<file path="src/rtl/spr_pkg.sv">
// Shared types and constants for the SPI sync poll responder.
// No dependencies; every other file in rtl imports this package.
package spr_pkg;

    localparam int BUFFER_LEN_DEF = 16;
    localparam int HIST_DEPTH     = 6;
    localparam int CFG_IDX_W      = 2;
    localparam int CFG_DATA_W     = 8;

    localparam logic [7:0] OPTION_LIMIT = 8'd10;

    localparam logic [7:0] SYNC_RST        = 8'h55;
    localparam logic [7:0] READY_QUERY_RST = 8'd165;
    localparam logic [7:0] RUNNING_RST     = 8'd1;
    localparam logic [7:0] NOT_RUNNING_RST = 8'd0;

    typedef enum logic [CFG_IDX_W-1:0] {
        CFG_SYNC        = 2'd0,
        CFG_READY_QUERY = 2'd1,
        CFG_RUNNING     = 2'd2,
        CFG_NOT_RUNNING = 2'd3
    } cfg_idx_t;

    typedef struct packed {
        logic [7:0] sync_code;
        logic [7:0] ready_query_code;
        logic [7:0] running_code;
        logic [7:0] not_running_code;
    } spr_cfg_t;

    typedef struct packed {
        logic       mode;
        logic [7:0] rx_byte;
        logic [7:0] pass_high;
        logic [7:0] pass_mid;
        logic [7:0] pass_low;
        logic [7:0] sensor_position;
    } spr_in_t;

    typedef struct packed {
        logic       tx_valid;
        logic [7:0] tx_byte;
        logic       option_valid;
        logic [3:0] option_value;
    } spr_out_t;

endpackage

</file>
<file path="src/rtl/spr_cfg_regs.sv">
// Configuration register file for the SPI sync poll responder.
// Depends on spr_pkg for the register index codes and the config struct.
module spr_cfg_regs (
    input  logic                                 clk,
    input  logic                                 rst_n,
    input  logic                                 cfg_we,
    input  spr_pkg::cfg_idx_t                    cfg_index,
    input  logic [spr_pkg::CFG_DATA_W-1:0]       cfg_data,
    output spr_pkg::spr_cfg_t                    cfg
);
    import spr_pkg::*;

    spr_cfg_t cfg_reg;
    spr_cfg_t cfg_next;

    always_comb
    begin
        cfg_next = cfg_reg;
        if (cfg_we)
        begin
            case (cfg_index)
                CFG_SYNC:        cfg_next.sync_code        = cfg_data;
                CFG_READY_QUERY: cfg_next.ready_query_code = cfg_data;
                CFG_RUNNING:     cfg_next.running_code     = cfg_data;
                CFG_NOT_RUNNING: cfg_next.not_running_code = cfg_data;
                default:         cfg_next = cfg_reg;
            endcase
        end
    end

    always_ff @(posedge clk or negedge rst_n)
    begin
        if (!rst_n)
        begin
            cfg_reg.sync_code        <= SYNC_RST;
            cfg_reg.ready_query_code <= READY_QUERY_RST;
            cfg_reg.running_code     <= RUNNING_RST;
            cfg_reg.not_running_code <= NOT_RUNNING_RST;
        end
        else
        begin
            cfg_reg <= cfg_next;
        end
    end

    assign cfg = cfg_reg;

endmodule

</file>
<file path="src/rtl/spr_core.sv">
// Rule evaluation and responder state: byte history, write count, ready flag.
// Depends on spr_pkg for the item, result and config structs.
module spr_core #(
    parameter int BUFFER_LEN = spr_pkg::BUFFER_LEN_DEF
) (
    input  logic               clk,
    input  logic               rst_n,
    input  spr_pkg::spr_cfg_t  cfg,
    input  logic               step,
    input  spr_pkg::spr_in_t   item,
    output spr_pkg::spr_out_t  result
);
    import spr_pkg::*;

    localparam int CW = $clog2(BUFFER_LEN);

    logic [7:0]    hist_reg  [HIST_DEPTH];
    logic [7:0]    hist_next [HIST_DEPTH];
    logic [CW-1:0] count_reg;
    logic [CW-1:0] count_next;
    logic          ready_reg;
    logic          ready_next;

    logic [7:0] b;
    logic       cleared;
    logic       full;

    assign b    = item.rx_byte;
    assign full = (count_reg == CW'(BUFFER_LEN - 1));

    always_comb
    begin
        result     = '0;
        cleared    = 1'b0;
        ready_next = ready_reg;
        hist_next  = hist_reg;
        count_next = count_reg;

        if (item.mode)
        begin
            // check finished event: only the flag moves
            ready_next = 1'b1;
        end
        else
        begin
            if (b == cfg.sync_code)
            begin
                result.tx_valid = 1'b1;
                result.tx_byte  = b;
            end
            else if (hist_reg[0] == cfg.sync_code && b < OPTION_LIMIT)
            begin
                result.option_valid = 1'b1;
                result.option_value = b[3:0];
                ready_next          = 1'b0;
                cleared             = 1'b1;
            end
            else if (hist_reg[0] == cfg.sync_code && b == cfg.ready_query_code)
            begin
                result.tx_valid = 1'b1;
                result.tx_byte  = b;
            end
            else if (hist_reg[1] == cfg.sync_code
                     && hist_reg[0] == cfg.ready_query_code)
            begin
                result.tx_valid = 1'b1;
                result.tx_byte  = ready_reg ? cfg.not_running_code : cfg.running_code;
            end
            else if (hist_reg[2] == cfg.sync_code
                     && hist_reg[1] == cfg.ready_query_code)
            begin
                result.tx_valid = 1'b1;
                result.tx_byte  = item.pass_high;
            end
            else if (hist_reg[3] == cfg.sync_code
                     && hist_reg[2] == cfg.ready_query_code)
            begin
                result.tx_valid = 1'b1;
                result.tx_byte  = item.pass_mid;
            end
            else if (hist_reg[4] == cfg.sync_code
                     && hist_reg[3] == cfg.ready_query_code)
            begin
                result.tx_valid = 1'b1;
                result.tx_byte  = item.pass_low;
            end
            else if (hist_reg[5] == cfg.sync_code
                     && hist_reg[4] == cfg.ready_query_code)
            begin
                result.tx_valid = 1'b1;
                result.tx_byte  = item.sensor_position;
                cleared         = 1'b1;
            end

            if (cleared)
            begin
                // command consumed: drop history, count restarts with this byte
                for (int i = 0; i < HIST_DEPTH; i++)
                    hist_next[i] = '0;
                count_next = CW'(1);
            end
            else if (full)
            begin
                for (int i = 0; i < HIST_DEPTH; i++)
                    hist_next[i] = '0;
                count_next = '0;
            end
            else
            begin
                for (int i = HIST_DEPTH - 1; i > 0; i--)
                    hist_next[i] = hist_reg[i-1];
                hist_next[0] = b;
                count_next   = count_reg + CW'(1);
            end
        end
    end

    always_ff @(posedge clk or negedge rst_n)
    begin
        if (!rst_n)
        begin
            for (int i = 0; i < HIST_DEPTH; i++)
                hist_reg[i] <= '0;
            count_reg <= '0;
            ready_reg <= 1'b0;
        end
        else if (step)
        begin
            hist_reg  <= hist_next;
            count_reg <= count_next;
            ready_reg <= ready_next;
        end
    end

endmodule

</file>
<file path="src/rtl/spi_sync_poll_responder.sv">
// Top level of the SPI sync poll responder: request register, rule core,
// response register. Depends on spr_pkg, spr_cfg_regs and spr_core.
//
// Usage:
//   Request channel (req_valid / req_stall / req) carries one received SPI
//   byte, or with mode set a check finished event, plus the sensor pass
//   bytes and sensor position to send back when a data reply is due.
//   Response channel (rsp_valid / rsp_stall / rsp) returns exactly one
//   result per request: a reply byte, a check option, or all zero.
//   An accepted request passes through the request register into the
//   response register; one request is taken every cycle unless stalled. The
//   rules run in one pass between the request register and the response
//   register, and the byte history is updated in the same cycle, so
//   consecutive requests see each other.
//   When the receiver stalls, the response register holds; a request
//   already registered then waits and req_stall rises, releasing in the
//   cycle the response is taken.
//   Reset clears the history, write count, ready flag and both valid bits,
//   and loads the configuration defaults. Configuration writes through
//   cfg_we / cfg_index / cfg_data take effect at the next edge and belong
//   only in idle periods.
module spi_sync_poll_responder #(
    parameter int BUFFER_LEN = spr_pkg::BUFFER_LEN_DEF
) (
    input  logic                            clk,
    input  logic                            rst_n,
    input  logic                            req_valid,
    output logic                            req_stall,
    input  spr_pkg::spr_in_t                req,
    output logic                            rsp_valid,
    input  logic                            rsp_stall,
    output spr_pkg::spr_out_t               rsp,
    input  logic                            cfg_we,
    input  spr_pkg::cfg_idx_t               cfg_index,
    input  logic [spr_pkg::CFG_DATA_W-1:0]  cfg_data
);
    import spr_pkg::*;

    spr_cfg_t cfg;
    spr_out_t result;

    logic     req_vld_reg;
    logic     req_vld_next;
    spr_in_t  req_data_reg;
    logic     rsp_vld_reg;
    logic     rsp_vld_next;
    spr_out_t rsp_data_reg;

    logic advance;
    logic req_take;

    assign advance   = req_vld_reg && (!rsp_vld_reg || !rsp_stall);
    assign req_stall = req_vld_reg && !advance;
    assign req_take  = req_valid && !req_stall;

    spr_cfg_regs u_cfg (
        .clk       (clk),
        .rst_n     (rst_n),
        .cfg_we    (cfg_we),
        .cfg_index (cfg_index),
        .cfg_data  (cfg_data),
        .cfg       (cfg)
    );

    spr_core #(
        .BUFFER_LEN (BUFFER_LEN)
    ) u_core (
        .clk    (clk),
        .rst_n  (rst_n),
        .cfg    (cfg),
        .step   (advance),
        .item   (req_data_reg),
        .result (result)
    );

    always_comb
    begin
        req_vld_next = req_vld_reg;
        if (req_take)
            req_vld_next = 1'b1;
        else if (advance)
            req_vld_next = 1'b0;

        rsp_vld_next = rsp_vld_reg;
        if (advance)
            rsp_vld_next = 1'b1;
        else if (!rsp_stall)
            rsp_vld_next = 1'b0;
    end

    always_ff @(posedge clk or negedge rst_n)
    begin
        if (!rst_n)
        begin
            req_vld_reg <= 1'b0;
            rsp_vld_reg <= 1'b0;
        end
        else
        begin
            req_vld_reg <= req_vld_next;
            rsp_vld_reg <= rsp_vld_next;
        end
    end

    // payload registers: no reset
    always_ff @(posedge clk)
    begin
        if (req_take)
            req_data_reg <= req;
        if (advance)
            rsp_data_reg <= result;
    end

    assign rsp_valid = rsp_vld_reg;
    assign rsp       = rsp_data_reg;

endmodule

</file>
<file path="config.mk">
export PLATFORM = sky130hd
export DESIGN_NAME = spi_sync_poll_responder
export DESIGN_NICKNAME = d
export VERILOG_FILES = /design/src/rtl/spr_pkg.sv /design/src/rtl/spr_cfg_regs.sv /design/src/rtl/spr_core.sv /design/src/rtl/spi_sync_poll_responder.sv
export SDC_FILE = /design/constraint.sdc
export NUM_CORES = 1
export LEC_CHECK = 0
export BUFFER_PORTS_ARGS = -buffer_cell sky130_fd_sc_hd__buf_4
export CORE_MARGIN = 4
export CORE_UTILIZATION = 47
export CTS_BUF_LIST = sky130_fd_sc_hd__clkbuf_4
export CTS_CLUSTER_SIZE = 28
export DETAILED_ROUTE_END_ITERATION = 10
export PLACE_DENSITY = 0.66
export REMOVE_ABC_BUFFERS = 1
export SLEW_MARGIN = 0
export SYNTH_ARGS = -nofsm -noshare
export SYNTH_HDL_FRONTEND = slang
export SYNTH_HIERARCHICAL = 1
export SYNTH_SLANG_ARGS = --single-unit
</file>
<file path="constraint.sdc">
create_clock -name clk -period 9.58 [get_ports clk]
set_input_delay 0.479 -clock clk [delete_from_list [all_inputs] [get_ports clk]]
set_output_delay 0.479 -clock clk [all_outputs]
set_load 0.02 [all_outputs]
</file>
==> results of run 1 <==
-- stage by stage --
step	setup WS (ps)	std cells	utilization	total power, mW
global route	5880	783	0.5498	1.846
finish	6123	783	0.5498	1.752
CTS	6131	783	0.5498	1.763
global placement	6249	751	0.5295	1.362
detailed placement	6143	751	0.5295	1.371
floorplan	5866	497	-	1.221
-- critical path: stages (launching register included) --
cell and delay, ps:
dfstp_2 730, xor2_1 110, nor4_1 390, nand4_1 650, and2_4 400, and3b_4 190
a311oi_4 270, buf_4 450, a22o_1 200
-- Yosys cell counts, types with 2 or more instances --
cell type	number	area [sq um]
nand2b_1	6	37.54
nand4_1	10	62.56
dfrtp_1	78	1952
xnor2_1	32	280.3
a21oi_1	8	40.04
nand3_1	10	50.05
mux2i_1	12	120.1
o21ai_0	10	50.05
inv_1	10	37.54
mux2_2	32	360.4
clkbuf_1	13	48.80
dfstp_2	9	236.5
o221ai_1	4	35.03
nand3b_2	2	22.52
a22o_1	46	402.9
a31oi_1	8	50.05
and2_1	7	43.79
buf_2	11	55.05
o31ai_1	5	37.54
o21ai_1	4	20.02
a2bb2oi_1	4	35.03
nor2b_1	4	25.02
a21o_1	2	15.01
a31o_1	2	17.52
nor4_2	4	50.05
buf_6	6	67.56
nor4_1	16	100.1
nand3_2	2	20.02
nor3_1	2	10.01
buf_4	3	22.52
edfxtp_1	55	1652
nor2_1	14	52.55
and4_1	3	26.28
xor2_1	72	630.6
nand2_1	13	48.80
-- worst paths after layout --
check,start,end,slack (ps),depth (start not counted)
worst max register to register,u_cfg/cfg[26],u_core/hist_reg[29],6120,8
worst min register to register,u_cfg/cfg[9],u_cfg/cfg[9],520,1
min in group asynchronous,rst_n,u_core/hist_reg[10],130,1
worst min-delay path,req[33],req_data_reg[33],100,1
max in group asynchronous,rst_n,u_core/hist_reg[8],8760,1
worst max-delay path,u_cfg/cfg[26],u_core/hist_reg[29],6120,8
-- layout by cell type (no fill, tap or decap), drive strengths merged, types with 2 or more instances in the layout --
cell type,n
dfrtp,78
buf,74
xor2,72
edfxtp,55
a22o,46
mux2,32
xnor2,32
nor4,21
clkbuf,20
inv,15
nor2,14
o21ai,14
nand2,13
mux2i,12
nand3,12
nand4,11
dfstp,9
a31oi,8
a21oi,8
and2,8
nand2b,6
o31ai,5
nor2b,4
o221ai,4
a2bb2oi,4
and4,3
a21o,3
clkinv,3
bufinv,2
clkinvlp,2
nand3b,2
a31o,2
nor3,2
-- cell type report --
class	count	share of cell area
flip-flops and latches	142	0.4955
multi-input cells	345	0.3620
repair buffers	74	0.07168
well taps	180	0.02906
clock buffers	20	0.01937
clock inverters	12	0.01760
inverters	10	0.004843
-- routing by layer --
layer,track usage,up-vias,wire length [um]
li1,-,2063,-
met1,0.2669,2161,7106
met2,0.3018,121,7361
met3,0.04981,12,788
met4,0.06424,0,205
met5,0,-,0
-- cell families after synthesis --
kind of cell,count (synthesis),synth area share
flops,142,0.5592
xor+xnor,104,0.1327
compound gates,98,0.1113
simple gates,98,0.09075
buf+inv,44,0.03426
mux,44,0.06997
fa+ha+maj,1,0.001822
-- power breakdown --
| part | leakage, nW | switching, mW | internal [mW] |
|---|---|---|---|
| clock | 0.154 | 0.225 | 0.167 |
| combinational | 1.54 | 0.178 | 0.231 |
| sequential | 1.61 | 0.189 | 0.762 |
==> impl_metrics.ini, run 1 <==
[synth]
avgSynthCellArea_sq_um = 12.93
yosysUniqueCellTypes = 47
syn_area_sq_mm = 0.006867
synthArstFlopShare = 0.6127
synthFlopType = dfrtp_1
synthCells = 531
synth_edf_count = 55
ys_seq_area_frac = 0.5592
ys_warn_count = 6
ys_seq_elements = 142

[die]
dieArea_sq_mm = 0.01661
io_pins = 72
fp.coreArea_sq_mm = 0.01410
rows = 43
initial_core_util = 0.4871
die-height_um = 128.9
dieWidth_um = 128.9

[global_routing]
first_global_vias = 4456
grt_pass1_wl_um = 24440
antenna_found_initial = 0
grt_overflow_total = 0
grt_max_degree = 88
grt_use_total = 0.1940

[layout]
largest_reg_flops = 48
register_area_sq_mm = 0.003840
synthToLayoutAreaGrowth_pct = 12.86
fillCellCount = 1183
diodes = 0
fin_nets = 647
drive_gt1_frac = 0.2736
final_cell_area_sq_mm = 0.007750
multiInputGateArea_sq_mm = 0.002805

[cts]
clk_pin_slew_ps = 130
clk_latency_ps = 540
cts.sinks = 142
cts_hold_buf = 0
cts_tree = done
cts_max_path_buffers = 2
cts_setup_buffers = 0
clk_root_buffer_cell = clkbuf_4
cts_resized = 0
cts-buffers-inserted = 17
htree_levels = 4

[sta]
fin_skew_ps = 17.77
whs_ps = 97.87
setup_viol = 0
rsz0062_at_grt = false
finalHoldViolCount = 0
tns_ps = 0
maxSlewHeadroom = 0.2702
fin_crit_sh = 0.3608
worst_pin_slew_ps = 1095
period_minus_slack_ps = 3457
max_freq_ghz = 0.2893
drv_slew = 0

[detailed_routing]
drt_first_pass_iters = 5
drt-total-wl_um = 15460
viasPerCell = 5.564
drt-initial-drc-count = 222
avgRoutedWirePerCell_um = 19.75
drc = 0
ant_nets = 0
routed-via-count = 4357

[worst_setup_path]
crit_fanout = 44
start_kind = register
crit_arrival_ps = 3930
crit_type = reg2reg
cp.required_ps = 10050
critPathCaptureType = register

[min_path]
hold_path.class = in2reg

[power_and_ir_drop]
leakage_nw = 3.308
ir_drop_v = 0.0001113
p_per_area_mw_per_mm2 = 226.0

[place]
placed_area_sq_mm = 0.007463
dp_hpwl_um = 10780
port_buffers = 71
routabilityCongestion = 0.8831

[run_status]
status = finished clean

[job]
maxCapViolCount = 0
Power figures use the tool's default switching activity.
==> run 2, diff against run 1 <==
--- a/config.mk
+++ b/config.mk
@@ -11,7 +11,7 @@
 export CTS_BUF_LIST = sky130_fd_sc_hd__clkbuf_4
 export CTS_CLUSTER_SIZE = 28
 export DETAILED_ROUTE_END_ITERATION = 10
-export PLACE_DENSITY = 0.66
+export PLACE_DENSITY = 0.69
 export REMOVE_ABC_BUFFERS = 1
 export SLEW_MARGIN = 0
 export SYNTH_ARGS = -nofsm -noshare
==> constraint.sdc (replaced) <==
create_clock -name clk -period 2.9 [get_ports clk]
set_input_delay 0.145 -clock clk [delete_from_list [all_inputs] [get_ports clk]]
set_output_delay 0.145 -clock clk [all_outputs]
set_load 0.02 [all_outputs]
==> run 2 against run 1 <==
Clock skew increased by 4.0 ps. Sequential cell count unchanged. Worst setup slack got worse by 5900 ps. Register-to-register slack worse by 5900 ps. Design area rose by 7.4%.
==> impl_metrics.ini, run 2 (synthesis results as in run 1) <==
[worst_setup_path]
start_kind = register
r2r_slack_ps = 230
crit_path_start = u_cfg/cfg[30]
r2r-start = u_cfg/cfg[30]
critPathCaptureType = register
crit_fanout = 44
crit_type = reg2reg
worstRegToRegCells = 8
crit_arrival_ps = 3140
cp.required_ps = 3370
timing.rr.end = u_core/hist_reg[3]

[sta]
fin_skew_ps = 21.77
period_minus_slack_ps = 2671
drv_slew = 0
setup_viol = 0
worst_pin_slew_ps = 1076
tns_ps = 0
finalHoldViolCount = 0
maxSlewHeadroom = 0.2826
max_freq_ghz = 0.3744
fin_crit_sh = 0.9210
rsz0062_at_grt = false

[global_routing]
grt_max_degree = 88
grt_pass1_wl_um = 26500
grt_use_total = 0.2089
first_global_vias = 4922
antenna_found_initial = 0
grt_overflow_total = 0

[layout]
fin_nets = 707
largest_reg_flops = 48
synthToLayoutAreaGrowth_pct = 21.25
fillCellCount = 1132
drive_gt1_frac = 0.2594
fin_util = 0.5906
diodes = 0
final_common_cell = buf_4
mostFrequentLayoutCells = 80 x buf_4, 78 x dfrtp_1, 72 x xor2_1
final_cell_area_sq_mm = 0.008325

[power_and_ir_drop]
leakage_nw = 3.549
ir_drop_v = 0.0004038
p_per_area_mw_per_mm2 = 694.7

[detailed_routing]
viasPerCell = 5.623
drc = 0
ant_nets = 0
drt-total-wl_um = 16540
drt_first_pass_iters = 5
avgRoutedWirePerCell_um = 19.62
routed-via-count = 4740
drt-initial-drc-count = 362

[die]
rows = 43
die-height_um = 128.9
fp.coreArea_sq_mm = 0.01410
dieArea_sq_mm = 0.01661
dieWidth_um = 128.9
initial_core_util = 0.4871
io_pins = 72

[cts]
clk_root_buffer_cell = clkbuf_4
cts_hold_buf = 53
cts-buffers-inserted = 17
clk_pin_slew_ps = 130
cts.sinks = 142
cts_tree = done
cts_max_path_buffers = 2
cts_setup_buffers = 0
htree_levels = 4
clk_latency_ps = 550
cts_resized = 0

[job]
maxCapViolCount = 0

[run_status]
status = finished clean

[min_path]
hold_depth = 3
hold_path.startpoint = cfg_index[0]
hold_path.class = in2reg
holdPathEnd = u_cfg/cfg[31]

[place]
port_buffers = 71
placed_area_sq_mm = 0.007528
dp_hpwl_um = 10980
routabilityCongestion = 0.8715
## run 2: cell count changes in the layout (fill, tap and decap cells not counted), sizes merged
cell         previous run  this run
buf                    74        81
clkinvlp                2         3
clkinv                  3         4
bufinv                  2         1
clkbuf                 20        18
dlygate4sd3             0        53
inv                    15        16
## run 2: critical path, cell delays in order (launching register included)
cell and delay [ps]:
dfstp_2 750, xor2_1 110, nor4_1 340, nand4_1 190
nor2b_1 240, and3b_4 220, a311oi_4 320, buf_12 250
a22o_1 160
## run 2: metal layers
metal | GRT usage | up-vias | routed length (um)
met5 | 0 | - | 0
met2 | 0.3360 | 195 | 7962
li1 | - | 2192 | -
met3 | 0.05687 | 39 | 1137
met4 | 0.08586 | 0 | 482
met1 | 0.2685 | 2314 | 6958
## run 2: per-stage QoR
step	std cells	setup WS (ps)	total power, mW	hold WS, ps
final	843	229.2	5.784	45.62
after global routing	843	98.43	6.134	5.339
after CTS	843	247.5	5.809	10.24
after detailed placement	758	278.6	4.535	324.3
after global placement	758	238.5	4.500	323.1
after floorplan	497	-813.8	4.035	-150.6
## run 2: area by class of cell
type	count	area [sq um]	share of cell area
clock buffer	18	135.1	0.01623
sequential	142	3840	0.4612
timing repair buffer	134	1151	0.1383
inverter	10	37.54	0.004509
tap	180	225.2	0.02705
clock inverter	14	131.4	0.01578
multi-input combinational	345	2805	0.3369
## run 2: how the worst max path moves through the flow
stage                     endpoint
2_1_floorplan   u_core/hist_reg[0]
3_3_place_gp   u_core/hist_reg[24]
3_5_place_dp    u_core/hist_reg[3]
4_1_cts         u_core/hist_reg[3]
5_1_grt         u_core/hist_reg[3]
6_report        u_core/hist_reg[3]
## run 2: power breakdown
| group | total, mW | switching (mW) | internal (mW) |
|---|---|---|---|
| clock | 1.21 | 0.764 | 0.449 |
| combinational | 1.43 | 0.612 | 0.819 |
| sequential | 3.14 | 0.624 | 2.52 |
==> run 3, diff against run 2 <==
--- a/config.mk
+++ b/config.mk
@@ -5,13 +5,15 @@
 export SDC_FILE = /design/constraint.sdc
 export NUM_CORES = 1
 export LEC_CHECK = 0
-export BUFFER_PORTS_ARGS = -buffer_cell sky130_fd_sc_hd__buf_4
+export BUFFER_PORTS_ARGS = -buffer_cell sky130_fd_sc_hd__buf_2
+export CELL_PAD_IN_SITES_DETAIL_PLACEMENT = 1
+export CELL_PAD_IN_SITES_GLOBAL_PLACEMENT = 1
 export CORE_MARGIN = 4
-export CORE_UTILIZATION = 47
+export CORE_UTILIZATION = 45
 export CTS_BUF_LIST = sky130_fd_sc_hd__clkbuf_4
 export CTS_CLUSTER_SIZE = 28
 export DETAILED_ROUTE_END_ITERATION = 10
-export PLACE_DENSITY = 0.69
+export PLACE_DENSITY = 0.78
 export REMOVE_ABC_BUFFERS = 1
 export SLEW_MARGIN = 0
 export SYNTH_ARGS = -nofsm -noshare
==> run 3 against run 2 <==
Combinational power up 6%. Sequential share of layout area up 0.41 points. Clock skew up 11 ps. Die area up 4.2%. Design area down 0.75%. Critical endpoint is now u_core/hist_reg[40]. Largest power group unchanged. Highest routed layer unchanged.
==> impl_metrics.ini, run 3 (synthesis results as in run 1) <==
[detailed_routing]
viasPerCell = 5.872
drt-total-wl_um = 21190
drc = 0
drt_first_pass_iters = 5
avgRoutedWirePerCell_um = 24.84
drt-initial-drc-count = 432
ant_nets = 0
routed-via-count = 5009

[sta]
max_freq_ghz = 0.3555
finalHoldViolCount = 0
maxSlewHeadroom = 0.2736
rsz0062_at_grt = false
period_minus_slack_ps = 2813
worst_pin_slew_ps = 1090
tns_ps = 0
fin_crit_sh = 0.9700
drv_slew = 0
setup_viol = 0
fin_skew_ps = 33.22

[place]
routabilityCongestion = 0.8923
port_buffers = 71
dp_hpwl_um = 12960
placed_cells = 768
placed_area_sq_mm = 0.007403

[cts]
cts_setup_buffers = 0
htree_levels = 4
cts-buffers-inserted = 17
clk_pin_slew_ps = 140
clk_latency_ps = 570
cts.sinks = 142
clk_root_buffer_cell = clkbuf_4
cts_tree = done
cts_max_path_buffers = 2

[layout]
register_area_sq_mm = 0.003845
largest_reg_flops = 48
diodes = 0
final_cells = 853
drive_gt1_frac = 0.2706
mostFrequentLayoutCells = 77 x dfrtp_1, 72 x xor2_1, 70 x buf_2
final_common_cell = dfrtp_1
final_cell_area_sq_mm = 0.008263
fin_nets = 713
fillCellCount = 1486
multiInputGateArea_sq_mm = 0.002818
synthToLayoutAreaGrowth_pct = 20.34
fin_util = 0.5600

[die]
fp.coreArea_sq_mm = 0.01475
dieWidth_um = 131.5
rows = 44
die-height_um = 131.5
io_pins = 72
dieArea_sq_mm = 0.01730
initial_core_util = 0.4654

[power_and_ir_drop]
leakage_nw = 3.544
ir_drop_v = 0.0004478
p_total_mw = 6.132
p_per_area_mw_per_mm2 = 742.1

[global_routing]
grt_overflow_total = 0
antenna_found_initial = 0
first_global_vias = 5748
grt_max_degree = 88
grt_pass1_wl_um = 33630
grt_use_total = 0.2501

[worst_setup_path]
r2r-start = u_cfg/cfg[22]
crit_arrival_ps = 3310
cp.required_ps = 3400
start_kind = register
crit_path_start = u_cfg/cfg[22]
crit_fanout = 44
critPathCaptureType = register
crit_type = reg2reg

[min_path]
hold_path.startpoint = cfg_index[1]
hold_path.class = in2reg

[job]
maxCapViolCount = 0

[run_status]
status = finished clean
==> run 3: cell count changes in the layout (fill, tap and decap cells not counted), moves of 2 or more <==
cell,before,now
buf_2,0,70
buf_4,80,16
bufinv_16,1,3
nor4_1,15,13
nor4_2,5,7
==> run 3: routing by layer <==
metal | track usage | share of wire | up-vias
li1 | - | - | 2199
met1 | 0.2986 | 0.40 | 2552
met2 | 0.4398 | 0.52 | 215
met3 | 0.05810 | 0.058 | 43
met4 | 0.09568 | 0.028 | 0
met5 | 0 | 0 | -
==> run 3: through the flow <==
stage / setup slack (ps) / hold slack [ps]
floorplan: -813.8 / -150.6
global placement: 283.1 / 320.9
detailed placement: 111.4 / 323.7
CTS: 80.33 / 38.59
global route: 26.17 / 58.41
finish: 86.90 / 101.1
==> run 3: final cells by class <==
class,count,share of cell area
tap,184,0.02786
timing repair buffer,140,0.1236
multi-input combinational,345,0.3410
sequential,142,0.4653
clock buffer,17,0.01545
inverter,10,0.004543
clock inverter,15,0.02226
==> run 3: power breakdown <==
group / switching [mW] / internal, mW / total [mW]
sequential: 0.674 / 2.52 / 3.19
combinational: 0.705 / 0.807 / 1.51
clock: 0.816 / 0.612 / 1.43
total: 2.19 / 3.94 / 6.13
==> run 3: path summary, 6_finish.rpt <==
path	depth (start not counted)	slack [ps]	end
hold reg to reg	1	530	u_cfg/cfg[6]
min in group asynchronous	2	300	u_core/hist_reg[5]
setup / recovery	8	90	u_core/hist_reg[40]
setup reg to reg	8	90	u_core/hist_reg[40]
hold / removal	3	100	u_cfg/cfg[25]
max in group asynchronous	2	1830	u_cfg/cfg[29]
==> run 3: what timing repair did <==
item / 4_1_cts / 5_1_grt
resized for setup: 0 / 4
hold buffers: 53 / 0
setup endpoints to repair: 0 / 33
endpoints found under the hold margin: 153 / 0
==> run 3: critical path, stage by stage (launching register included) <==
cell and delay [ps]:
dfrtp_1 590, xor2_1 240, nor4_1 370, nand4_1 240, nor2b_1 250, and3b_4 220
a311oi_4 340, buf_12 260, a22o_1 210
